**config.mk**
```make
export PLATFORM = sky130hd
export DESIGN_NAME = double_ended_task_queue
export DESIGN_NICKNAME = d
export VERILOG_FILES = /design/src/dque_pkg.sv /design/src/dque_ram.sv /design/src/double_ended_task_queue.sv
export SDC_FILE = /design/constraint.sdc
export NUM_CORES = 1
export LEC_CHECK = 0
export CAP_MARGIN = 20
export CORE_ASPECT_RATIO = 0.75
export CORE_MARGIN = 3
export CORE_UTILIZATION = 45
export DETAILED_ROUTE_END_ITERATION = 7
export DONT_BUFFER_PORTS = 1
export MAX_ROUTING_LAYER = met4
export PLACE_DENSITY_LB_ADDON = 0.25
export SETUP_SLACK_MARGIN = 0.4
export SLEW_MARGIN = 5
export SYNTH_ARGS = -nofsm -noshare
export SYNTH_HDL_FRONTEND = slang
export SYNTH_SLANG_ARGS = --single-unit
```
**constraint.sdc**
```tcl
create_clock -name clk -period 9.2 [get_ports clk]
set_clock_uncertainty 0.05 [all_clocks]
set_input_delay 0.46 -clock clk [delete_from_list [all_inputs] [get_ports clk]]
set_output_delay 0.46 -clock clk [all_outputs]
set_load 0.02 [all_outputs]
```
**src/dque_pkg.sv**
```systemverilog
// shared types, sizes and codes for the double-ended task queue
package dque_pkg;

    localparam int DEPTH  = 16;
    localparam int IDX_W  = (DEPTH > 1) ? $clog2(DEPTH) : 1;
    localparam int CNT_W  = $clog2(DEPTH + 1);
    localparam int SUM_W  = $clog2(2 * DEPTH);
    localparam int WORD_W = 32;
    localparam int ENTRY_W = 2 * WORD_W;
    localparam int HELD_W = 5;

    typedef logic [WORD_W-1:0] word_t;
    typedef logic [IDX_W-1:0]  idx_t;
    typedef logic [CNT_W-1:0]  cnt_t;

    typedef enum logic [2:0] {
        OP_PUSH_BACK  = 3'd0,
        OP_PUSH_FRONT = 3'd1,
        OP_POP_BACK   = 3'd2,
        OP_POP_FRONT  = 3'd3,
        OP_PEEK_BACK  = 3'd4,
        OP_PEEK_FRONT = 3'd5
    } opcode_t;

    typedef enum logic [1:0] {
        ST_DONE  = 2'd0,
        ST_EMPTY = 2'd1,
        ST_FULL  = 2'd2
    } status_t;

    // bookkeeping of a request in the read stage; read marks one whose ring read is returning
    typedef struct packed {
        logic    valid;
        logic    read;
        status_t status;
        cnt_t    held;
    } resp_t;

endpackage

```
**src/dque_ram.sv**
```systemverilog
// single-port ring store with registered read data
module dque_ram #(
    parameter int DATA_W = 64,
    parameter int WORDS  = 16,
    parameter int ADDR_W = 4
) (
    input  logic              clk,
    input  logic              we,
    input  logic              re,
    input  logic [ADDR_W-1:0] addr,
    input  logic [DATA_W-1:0] wdata,
    output logic [DATA_W-1:0] rdata
);

    logic [DATA_W-1:0] mem [WORDS];

    always_ff @(posedge clk)
    begin
        if (we)
        begin
            mem[addr] <= wdata;
        end
        if (re)
        begin
            rdata <= mem[addr];
        end
    end

endmodule

```
**src/double_ended_task_queue.sv**
```systemverilog
// double-ended task queue: circular deque of task entries over a ring store
//
// Requests arrive on the in_ channel (opcode, task_function, task_parameter)
// and each one gives exactly one result on the out_ channel (out_function,
// out_parameter, status, entries_held). A transfer happens at a rising edge
// where valid is high and stall is low.
// A result passes through the ring store read stage and then the output
// register. A new request can be taken every cycle while in_stall is low;
// the single ring port serves either the write of a push or the read of a
// pop or peek, so one request per cycle is the rate.
// Front index and occupancy are updated in the cycle a request is taken, so
// the next request sees them at once. A read issued after a write to the same
// entry always sees the new data.
// When the receiver stalls, the result holds in the output register and the
// next one waits in the read stage; in_stall rises only when both are full.
// Reset (rst_n low) empties the queue: front index and occupancy go to zero.
// Ring contents are not cleared; only entries written by pushes are read.
module double_ended_task_queue (
    input  logic                  clk,
    input  logic                  rst_n,
    input  logic                  in_valid,
    output logic                  in_stall,
    input  logic [2:0]            opcode,
    input  dque_pkg::word_t       task_function,
    input  dque_pkg::word_t       task_parameter,
    output logic                  out_valid,
    input  logic                  out_stall,
    output dque_pkg::word_t       out_function,
    output dque_pkg::word_t       out_parameter,
    output logic [1:0]            status,
    output logic [dque_pkg::HELD_W-1:0] entries_held
);
    import dque_pkg::*;

    idx_t  front_reg, front_next;
    cnt_t  occ_reg, occ_next;
    resp_t s1_reg, s1_next;
    logic  out_valid_reg, out_valid_next;
    word_t out_function_reg, out_parameter_reg;
    logic [1:0] status_reg;
    logic [HELD_W-1:0] held_reg;

    logic accept, s1_move, out_busy;
    logic ram_we, ram_re;
    idx_t ram_addr;
    logic [ENTRY_W-1:0] ram_rdata;
    logic [SUM_W-1:0] sum_back, sum_last;
    idx_t back_slot, last_slot, front_dec, front_inc;
    logic is_full, is_empty;

    assign out_busy = out_valid_reg && out_stall;
    assign s1_move  = s1_reg.valid && !out_busy;
    assign in_stall = s1_reg.valid && out_busy;
    assign accept   = in_valid && !in_stall;

    assign is_full  = (occ_reg == cnt_t'(DEPTH));
    assign is_empty = (occ_reg == '0);

    // slot just past the back and slot of the back entry, wrapped once
    assign sum_back  = SUM_W'(front_reg) + SUM_W'(occ_reg);
    assign sum_last  = sum_back - SUM_W'(1);
    assign back_slot = (sum_back >= SUM_W'(DEPTH)) ? IDX_W'(sum_back - SUM_W'(DEPTH))
                                                   : IDX_W'(sum_back);
    assign last_slot = (sum_last >= SUM_W'(DEPTH)) ? IDX_W'(sum_last - SUM_W'(DEPTH))
                                                   : IDX_W'(sum_last);
    assign front_dec = (front_reg == '0) ? idx_t'(DEPTH - 1) : front_reg - idx_t'(1);
    assign front_inc = (front_reg == idx_t'(DEPTH - 1)) ? '0 : front_reg + idx_t'(1);

    always_comb
    begin
        front_next     = front_reg;
        occ_next       = occ_reg;
        ram_we         = 1'b0;
        ram_re         = 1'b0;
        ram_addr       = front_reg;
        s1_next        = s1_reg;
        s1_next.valid  = s1_reg.valid && !s1_move;
        if (accept)
        begin
            s1_next.valid  = 1'b1;
            s1_next.read   = 1'b0;
            s1_next.status = ST_DONE;
            case (opcode)
                OP_PUSH_BACK, OP_PUSH_FRONT:
                begin
                    if (is_full)
                    begin
                        s1_next.status = ST_FULL;
                    end
                    else
                    begin
                        ram_we   = 1'b1;
                        occ_next = occ_reg + cnt_t'(1);
                        if (opcode == OP_PUSH_BACK)
                        begin
                            ram_addr = back_slot;
                        end
                        else
                        begin
                            ram_addr   = front_dec;
                            front_next = front_dec;
                        end
                    end
                end
                OP_POP_BACK, OP_POP_FRONT, OP_PEEK_BACK, OP_PEEK_FRONT:
                begin
                    if (is_empty)
                    begin
                        s1_next.status = ST_EMPTY;
                    end
                    else
                    begin
                        ram_re       = 1'b1;
                        s1_next.read = 1'b1;
                        if (opcode == OP_POP_BACK || opcode == OP_PEEK_BACK)
                        begin
                            ram_addr = last_slot;
                        end
                        if (opcode == OP_POP_FRONT)
                        begin
                            front_next = front_inc;
                        end
                        if (opcode == OP_POP_BACK || opcode == OP_POP_FRONT)
                        begin
                            occ_next = occ_reg - cnt_t'(1);
                        end
                    end
                end
                default:
                begin
                end
            endcase
            s1_next.held = occ_next;
        end
    end

    assign out_valid_next = s1_move ? 1'b1 : (out_busy ? 1'b1 : 1'b0);

    dque_ram #(
        .DATA_W(ENTRY_W),
        .WORDS (DEPTH),
        .ADDR_W(IDX_W)
    ) u_ring (
        .clk  (clk),
        .we   (ram_we),
        .re   (ram_re),
        .addr (ram_addr),
        .wdata({task_function, task_parameter}),
        .rdata(ram_rdata)
    );

    always_ff @(posedge clk or negedge rst_n)
    begin
        if (!rst_n)
        begin
            front_reg     <= '0;
            occ_reg       <= '0;
            s1_reg        <= '0;
            out_valid_reg <= 1'b0;
        end
        else
        begin
            front_reg     <= front_next;
            occ_reg       <= occ_next;
            s1_reg        <= s1_next;
            out_valid_reg <= out_valid_next;
        end
    end

    // result payload, loaded as the read stage hands over
    always_ff @(posedge clk)
    begin
        if (s1_move)
        begin
            out_function_reg  <= s1_reg.read ? ram_rdata[ENTRY_W-1:WORD_W] : '0;
            out_parameter_reg <= s1_reg.read ? ram_rdata[WORD_W-1:0] : '0;
            status_reg        <= s1_reg.status;
            held_reg          <= HELD_W'(s1_reg.held);
        end
    end

    assign out_valid     = out_valid_reg;
    assign out_function  = out_function_reg;
    assign out_parameter = out_parameter_reg;
    assign status        = status_reg;
    assign entries_held  = held_reg;

endmodule

```
**Word-level counts from Yosys, hierarchy flattened**

Memory sizes are Yosys's and may differ from the RTL's. A register that Yosys moved wholly into a read port is not among the register bits.
Index checks and enable logic that the tools add are counted.

- Register bits after elaboration: 85
- Latch bits: 0
- Output and inout bits: 73
- Memories kept: 1
- Memory bits (read-only): 0
- Word-level logic and storage cells: 82
- Memory bits (writable): 1024

Memory list:

| memory | words | bits a word | rd ports | clocked after Yosys merged registers in | wr ports | RTL line | text |
|---|---|---|---|---|---|---|---|
| u_ring.mem | 16 | 64 | 1 | 1 | 1 | dque_ram.sv:15 | `logic [DATA_W-1:0] mem [WORDS];` |

- $mul: 0
- $add $sub $neg: 8
- Magnitude comparators: 2
- Equality and inequality tests: 11
- Reduce and logical (&&, ||, !) cells: 17
- Divide/modulo/power cells: 0
- Bitwise gates (word level): 0
- Multiplexer cells: 33
- Shift-type cells: 0

Operators with widths:

| kind | count |
|---|---|
| $mux 4 | 13 |
| $pmux 4 s2 | 2 |
| $mux 5 | 3 |
| $sub 4x1->4 const B | 3 |
| $mux 1 | 11 |
| $ge 5x5->1 const B | 2 |
| $pmux 5 s2 | 1 |
| $sub 5x1->5 const B | 2 |
| $mux 9 | 1 |
| $ne 2x2->1 const B | 4 |
| $eq 3x2->1 const B | 2 |
| $eq 3x3->1 const B | 2 |
| $reduce_and 6->1 | 1 |
| $add 4x5->5 | 1 |
| $add 5x1->5 const B | 1 |
| $eq 5x5->1 const B | 1 |
| $logic_and 1x1->1 | 5 |
| $logic_not 5->1 | 1 |
| $add 4x1->4 const B | 1 |
| $eq 4x4->1 const B | 1 |
| $logic_not 4->1 | 1 |
| $pmux 2 s2 | 1 |
| $reduce_or 4->1 | 1 |
| $eq 3x1->1 const B | 1 |
| other kinds (6) | 9 |

**Logic depth before layout (Yosys ltp)**

Gate-level depths: netlist (run 1).

- Depth after elaboration: 8
- Gate-level depth with buffers: 12

**By module**

Synthesis (run 1) repeated with hierarchy kept, for this count alone.

- Cells, all modules: 1944
- Area total of the unflattened synthesis: 44003.5 sq um

Modules (own cells, without submodules):

| module | cells each | sequential area each (sq um) | area each (sq um) | times used |
|---|---|---|---|---|
| dque_ram | 1648 | 32671.3 | 40158.5 | 1 |
| double_ended_task_queue | 296 | 2482.4 | 3844.9 | 1 |

**Worst setup path before layout (run 1)**

Ideal clock, no wire load.

- Kind: register -> register
- From: reg with a tool-made name
- To: mem u_ring.mem[8][0], enable pin
- Setup slack: -45 ps
- Cell stages (with the launch flop): 11
- Path buffers: 1
- Period minus slack after synthesis: 9245 ps
- Arrival time: 8551 ps
- Cells stage by stage: dfrtp_1 -> ha_1 -> fa_1 -> xor2_1 -> nor3_1 -> xnor3_1 -> nor3_1 -> o31a_1 -> clkbuf_1 -> inv_1 -> nor4_1

RTL lines:

| what | RTL line |
|---|---|
| end, declared | dque_ram.sv:15 |

**Final worst setup path (run 1)**

- From: reg front_reg[0]
- To: reg u_ring.rdata[43], read port of u_ring.mem, data pin

- Word-level cells in the longest chain between the ends: 8

Ends and longest elaborated chain:

| what | RTL line | text |
|---|---|---|
| start, declared | double_ended_task_queue.sv:35 | `idx_t front_reg, front_next;` |
| start signal, assigned | double_ended_task_queue.sv:163 | `front_reg <= front_next;` |
| $add 4x5->5 | double_ended_task_queue.sv:60 | `assign sum_back = SUM_W'(front_reg) + SUM_W'(occ_reg);` |
| $sub 5x1->5 | double_ended_task_queue.sv:61 | `assign sum_last = sum_back - SUM_W'(1);` |
| $sub 4x1->4 or $ge 5x5->1 (tied branches) | double_ended_task_queue.sv:64 | `assign last_slot = (sum_last >= SUM_W'(DEPTH)) ? IDX_W'(sum_last - SUM_W'(DEPTH))` |
| $mux 4 | double_ended_task_queue.sv:64 |  |
| $mux 4 | double_ended_task_queue.sv:115 | `if (opcode == OP_POP_BACK \|\| opcode == OP_PEEK_BACK)` |
| $mux 4 | double_ended_task_queue.sv:107 | `if (is_empty)` |
| $pmux 4 s2 | double_ended_task_queue.sv:83 | `case (opcode)` |
| $mux 4 * | double_ended_task_queue.sv:78 | `if (accept)` |
| end, declared | dque_ram.sv:12 | `output logic [DATA_W-1:0] rdata` |

Mark *: on every way between the ends. The rest lies on a longest branch, timed or not.
A chain may end at the register's enable or synchronous reset.

==> impl_metrics.yaml, run 1 <==
critical_path:
  start_kind: "flip-flop"
  endpoint_kind: "flip-flop"
  worstPathArrival_ns: 5.77
  crit_path_max_fanout: 61
  reg2reg_to: "u_ring.rdata[43]"
  worstPathRequired_ns: 9.59
  rr_worst_depth: 11
  r2r-start: "front_reg[0]"
  regToRegSetupSlack_ns: 3.82
  path_class: "flip-flop to flip-flop"
placement:
  io_buffers: 0
  post-dp-hpwl_mm: 47.7
  dpl-instance-area_um2: 45800
  gp_congestion: 0.770
sta:
  final_max_slew_viol_count: 0
  min_period_ns: 5.38
  setup_violations: 0
  tns_ns: 0
  relSlewSlack_pct: 29.2
  whs_ns: 0.0839
  rsz0062_at_grt: "no"
  fmax_mhz: 186
  finalHoldViolCount: 0
  worstMarginPinSlew_ns: 1.06
  finalCritPeriodShare_pct: 58.4
cells_and_area:
  final_nets: 2157
  largest_reg_flops: 1024
  regMostFlops: "u_ring.mem"
  design_area_um2: 50000
  utilization_pct: 52.0
  drive_gt1_share_pct: 22.9
  reg_top3: "u_ring.mem: 1024 flops, u_ring.rdata: 64 flops"
  area_growth_syn_to_layout_pct: 13.5
synthesis:
  ys_seq_elements: 1173
  synth_area_um2: 44100
  syn_nets: 2033
  avgSynthCellArea_um2: 22.6
  async_reset_ff_share_pct: 1.19
  netlist_instances: 1950
  synthFlopType: "edfxtp_1"
  synth_edf_count: 1159
  yosysWarnings: 0
  yosysSeqAreaShare_pct: 79.8
  synth_cell_types: 51
route:
  drt_iter0_drc: 1926
  wl_per_cell_um: 27.9
  firstDrtPassIters: 5
  num_vias: 20100
  vias_per_cell: 5.79
  postRouteAntennaNets: 0
  wirelength_mm: 96.9
  drc: 0
global_route:
  grt_max_degree: 119
  gr-total-overflow: 0
  antenna_found_initial: 9
  grt_pass1_wl_mm: 145
  grt_usage_pct: 19.9
  grt_pass1_vias: 21400
power_and_ir_drop:
  ir_worst_vdd_uv: 310
  internal-power_mw: 10.2
  total_power_mw: 14.2
  pwr-share-comb_pct: 23.2
  p_sw_mw: 3.96
  p_leak_nw: 15.6
  p_per_area_nw_per_um2: 283
  power_frac_clock_pct: 31.3
  pwr-share-seq_pct: 45.5
  sw_frac_of_total_pct: 27.9
clocking:
  cts_resized: 0
  cts_tree: "yes"
  cts_hold_buf: 69
  post_cts_buffers: 0
  clock-root-buffer: "clkbuf_16"
  clock_sinks: 1173
  clk_path_buf_depth: 3
  cts_buffers: 110
  clock_latency_ns: 0.69
  clk_pin_slew_ns: 0.06
  htreeDepth: 3
hold_path:
  hp-class: "input port to flip-flop"
  min_path_cells: 1
  hold_path_end: "status[0]"
  min_from: "out_stall"
floorplan:
  die_area_um2: 102000
  fp.dieW_um: 367
  die_y_um: 277
  num_rows: 98
  core_area_um2: 96100
  num_io_pins: 144
  initial_core_util_pct: 45.8
outcome:
  status: "finished, final reports clean"
job:
  drv_cap: 0
area by class of cell:
class / count / area, um^2
Sequential cell: 1173 / 35200
Clock buffer: 132 / 2880
Clock inverter: 68 / 624
Fill cell: 7459 / 46100
Tap cell: 1300 / 1630
Inverter: 17 / 63.8
Timing Repair Buffer: 113 / 1110
Multi-Input combinational cell: 659 / 8540
Antenna cell: 7 / 17.5
per-stage QoR:
stage,instances,setup WS [ns]
2_1_floorplan,1950,-0.0451
3_3_place_gp,3190,3.72
3_5_place_dp,3193,3.62
4_1_cts,3462,3.79
5_1_grt,3469,3.39
6_report,3469,3.82
cells by family after synthesis:
kind of cell / count (synthesis) / share of synthesized area [%]
AOI/OAI and AO/OA: 182 / 3.00
xor gates and xnor gates: 9 / 0.210
adders and majority gates: 12 / 0.358
buffers and inverters: 118 / 1.21
DFF: 1173 / 79.8
muxes: 257 / 13.1
and+or+nand+nor: 199 / 2.31
cells in the mapped netlist, drive strengths merged (2+ instances only):
| cell type | number | area (um^2) |
|---|---|---|
| xnor2 | 4 | 35.0 |
| or4 | 2 | 18.8 |
| nand3 | 6 | 30.0 |
| o31ai | 3 | 22.5 |
| clkbuf | 37 | 140 |
| buf | 64 | 329 |
| a22o | 2 | 17.5 |
| nand2b | 4 | 25.0 |
| a21oi | 14 | 70.1 |
| o32ai | 2 | 25.0 |
| a22oi | 130 | 981 |
| o22ai | 3 | 18.8 |
| a31oi | 6 | 37.5 |
| xor2 | 4 | 35.0 |
| o21ai | 10 | 50.1 |
| nor3 | 7 | 35.0 |
| edfxtp | 1159 | 34800 |
| ha | 11 | 138 |
| and3 | 5 | 31.3 |
| mux4 | 256 | 5770 |
| nor2 | 18 | 70.1 |
| and2 | 64 | 400 |
| a21o | 3 | 22.5 |
| dfrtp | 14 | 350 |
| nor4 | 10 | 62.6 |
| o31a | 3 | 26.3 |
| nand2 | 76 | 285 |
| inv | 17 | 63.8 |
worst max-delay path: stages (launching register included):
cell and delay (ns):
dfrtp_1 0.49, ha_1 0.29, fa_1 0.54, inv_1 0.05, ha_1 0.28, nor3_1 0.23
a221o_4 0.63, buf_4 0.85, buf_4 0.83, mux4_2 0.41, a22oi_1 0.29, nand2_1 0.10
power groups by stage:
stage	clock, mW	sequential (mW)	combinational (mW)
global route	4.76	6.47	3.58
finish	4.44	6.45	3.29
floorplan	0	6.50	2.46
detailed placement	0	6.57	3.26
CTS	4.55	6.45	3.36
global placement	0	6.56	3.20
layer usage:
metal	GRT usage, %	up-vias	part of all wire [%]
li1	-	8490	-
met1	28.0	10800	44
met2	30.7	690	48
met3	3.65	137	6.0
met4	4.30	0	1.7
met5	-	-	0
placed cells by master, fill, tap and decap left out, types with 4 or more instances in the layout:
cell type      instances
edfxtp_1            1159
mux4_2               256
a22oi_1              129
clkbuf_16            112
nand2_1               76
dlygate4sd3_1         69
and2_1                64
buf_4                 39
clkinv_2              21
clkbuf_1              20
inv_1                 17
clkinv_1              16
a21oi_1               14
dfrtp_1               13
nor2_1                12
ha_1                  11
o21ai_0               10
bufinv_16              9
clkinvlp_4             9
diode_2                7
nor3_1                 7
nor4_2                 7
inv_6                  7
nand3_1                6
a31oi_1                6
nor2_4                 5
clkinv_4               5
nand2b_1               4
xnor2_1                4
xor2_1                 4
and3_4                 4
worst max-delay path by stage:
stage            startpoint  cells after the start                to
2_1_floorplan     flip-flop                     10  u_ring.mem[8][0]
3_3_place_gp      opcode[1]                     11  u_ring.rdata[47]
3_5_place_dp      opcode[2]                     11  u_ring.rdata[43]
4_1_cts           out_valid                     10  u_ring.rdata[53]
5_1_grt           out_valid                     10  u_ring.rdata[53]
6_report       front_reg[0]                     11  u_ring.rdata[43]
Note: power is estimated with default switching activity, not from simulation.
==> run 2, diff against run 1 <==
--- a/config.mk
+++ b/config.mk
@@ -5,6 +5,7 @@
 export SDC_FILE = /design/constraint.sdc
 export NUM_CORES = 1
 export LEC_CHECK = 0
+export ABC_AREA = 1
 export CAP_MARGIN = 20
 export CORE_ASPECT_RATIO = 0.75
 export CORE_MARGIN = 3
==> constraint.sdc (replaced) <==
create_clock -name clk -period 4.5 [get_ports clk]
set_clock_uncertainty 0.05 [all_clocks]
set_input_delay 0.225 -clock clk [delete_from_list [all_inputs] [get_ports clk]]
set_output_delay 0.225 -clock clk [all_outputs]
set_load 0.02 [all_outputs]
==> run 2 against run 1 <==
Net effect:
- via count rose by 60%
- cell count rose by 80%
- critical path depth rose by 3
- design area rose by 12%
- power rose by 130%
- maximum frequency rose by 40%
- sequential share of layout area fell by 7.6 points
==> impl_metrics.yaml, run 2 <==
route:
  wl_per_cell_um: 20.3
  firstDrtPassIters: 7
  wirelength_mm: 127
  drc: 0
  vias_per_cell: 5.14
  num_vias: 32200
  postRouteAntennaNets: 0
  drt_iter0_drc: 3257
global_route:
  grt_pass1_vias: 30900
  grt_pass1_wl_mm: 193
  gr-total-overflow: 0
  grt_max_degree: 184
  antenna_found_initial: 12
  grt_usage_pct: 22.1
cells_and_area:
  regArea_um2: 35200
  layout_common_cells: "2349 x nand2_1, 1159 x edfxtp_1, 425 x nand3_1"
  multiInputGateArea_um2: 13000
  regMostFlops: "u_ring.mem"
  final_nets: 4725
  reg_top3: "u_ring.mem: 1024 flops, u_ring.rdata: 64 flops"
  fill_cells: 9900
  drive_gt1_share_pct: 7.82
  layout_commonest_cell: "nand2_1"
  largest_reg_flops: 1024
  utilization_pct: 50.1
  area_growth_syn_to_layout_pct: 9.86
clocking:
  post_cts_buffers: 0
  cts_buffers: 113
  clock-root-buffer: "clkbuf_16"
  clk_path_buf_depth: 3
  cts_tree: "yes"
  clock_sinks: 1173
  cts_resized: 0
  htreeDepth: 3
  clk_pin_slew_ns: 0.06
  clock_latency_ns: 0.71
  cts_hold_buf: 71
job:
  drv_cap: 0
critical_path:
  slowest_stage: "fa_1"
  r2r-start: "front_reg[0]"
  path_class: "flip-flop to flip-flop"
  crit_chain: "ha_1 -> fa_1 -> inv_1 -> ha_1 -> xor2_1 -> nand2_1 -> o21ai_1 -> nand2_1 -> nand2_1 -> inv_1 -> a21oi_4 -> inv_1 -> nor2_4 -> buf_4"
  start_kind: "flip-flop"
  rr_worst_depth: 14
  crit_buf_inv: 4
  crit_cells: 14
  regToRegSetupSlack_ns: 0.67
  endpoint_kind: "flip-flop"
  worstPathArrival_ns: 4.11
  worstPathRequired_ns: 4.78
  cp-endpoint: "u_ring.mem[5][45]"
  crit_path_max_fanout: 25
  crit_family: "adder cells"
  crit_start: "front_reg[0]"
  reg2reg_to: "u_ring.mem[5][45]"
  slowest_delay_ns: 0.51
synthesis:
  synthFlopType: "edfxtp_1"
  synth_area_leaders: "edfxtp_1 68%, nand2_1 17%, nand3_1 4.2%"
  avgSynthCellArea_um2: 11.0
  yosysSeqAreaShare_pct: 68.9
  yosys.area.top_type: "edfxtp_1"
  ys_top_cells_by_count: "2349 x nand2_1, 1159 x edfxtp_1, 425 x nand3_1"
  synth.top_cell.area_share_pct: 68.2
  yosysWarnings: 0
  netlist_instances: 4654
  syn_nets: 4737
  synth_cell_types: 42
  ys_seq_elements: 1173
  async_reset_ff_share_pct: 1.19
  synth_area_um2: 51000
  synth_edf_count: 1159
  synth_most_common_cell: "nand2_1"
power_and_ir_drop:
  p_leak_nw: 22.9
  ir_worst_vdd_uv: 1060
  p_per_area_nw_per_um2: 570
floorplan:
  core_area_um2: 112000
  die_y_um: 298
  die_area_um2: 117000
  fp.dieW_um: 395
  initial_core_util_pct: 45.6
  num_rows: 106
  num_io_pins: 144
placement:
  post-dp-hpwl_mm: 61.1
  gp_congestion: 0.800
  dp_slack_ns: 0.715
  io_buffers: 0
sta:
  min_period_ns: 3.83
  rsz0062_at_grt: "no"
  finalCritPeriodShare_pct: 85.1
  tns_ns: 0
  relSlewSlack_pct: 26.5
  setup_ws_ns: 0.669
  setup_violations: 0
  worstMarginPinSlew_ns: 1.10
  finalHoldViolCount: 0
  fmax_mhz: 261
  final_max_slew_viol_count: 0
  whs_ns: 0.243
outcome:
  status: "finished, final reports clean"
hold_path:
  hp-class: "input port to flip-flop"
-- run 2: changes by cell type in the layout (fill, tap and decap cells not counted), moves of 7 or more --
cell / before / now
and2_1: 64 / 0
a22oi_1: 129 / 0
nor4_2: 7 / 0
mux4_2: 256 / 0
nor2_4: 5 / 22
nand3_1: 6 / 425
inv_1: 17 / 222
inv_2: 0 / 7
buf_12: 2 / 37
nand3_2: 0 / 108
buf_4: 39 / 28
nand2_1: 76 / 2349
clkinv_1: 16 / 33
-- run 2: how the worst min path moves through the flow --
stage | startpoint | to | slack (ns) | depth (start not counted)
finish | out_stall | out_valid | 0.24 | 3
global route | out_stall | out_valid | 0.25 | 3
CTS | out_stall | out_valid | 0.19 | 3
detailed placement | rst_n | front_reg[2] | -0.12 | 0
global placement | rst_n | front_reg[2] | -0.12 | 0
floorplan | rst_n | async pin | -0.12 | 0
-- run 2: tightest hold or removal path: stages --
cell	delay [ns]
dlygate4sd3_1	0.61
nand2_1	0.08
nand2_1	0.05
-- run 2: through the flow --
stage          instance area (um^2)  power, mW  cells
6_report                      56000       31.9   6256
4_1_cts                       56000       32.2   6245
3_3_place_gp                  51800       23.0   5967
5_1_grt                       56000       33.9   6256
2_1_floorplan                 51000       20.9   4654
3_5_place_dp                  51900       23.0   5968
-- run 2: power by group --
part           total [mW]  internal, mW  switching [mW]
Sequential           13.2          12.8           0.423
Clock                8.99          4.94            4.05
Combinational        9.74          2.81            6.93
Total                31.9          20.5            11.4
-- run 2: cell families (layout without fill, tap and decap cells) --
| family | after synthesis | after routing | share of synthesized area, % |
|---|---|---|---|
| and+or+nand+nor | 2930 | 2930 | 24.2 |
| xor gates and xnor gates | 7 | 7 | 0.120 |
| adders and majority gates | 12 | 12 | 0.309 |
| buffers and inverters | 494 | 573 | 6.05 |
| DFF | 1173 | 1173 | 68.9 |
| other | 0 | 11 | 0 |
| AOI/OAI and AO/OA | 38 | 38 | 0.446 |
-- run 2: metal layers --
| metal | part of all wire (%) | track usage, % |
|---|---|---|
| met5 | 0 | - |
| met4 | 1.8 | 4.74 |
| met3 | 6.6 | 3.72 |
| met2 | 46 | 33.7 |
| met1 | 45 | 31.3 |
-- run 2: area by class of cell --
type | instances | share of cell area (%)
Antenna cell | 11 | 0.0491
Clock buffer | 141 | 5.29
Clock inverter | 65 | 0.853
Inverter | 230 | 1.55
Multi-Input combinational cell | 2987 | 23.2
Sequential cell | 1173 | 62.7
Tap cell | 1512 | 3.38
Timing Repair Buffer | 137 | 2.99
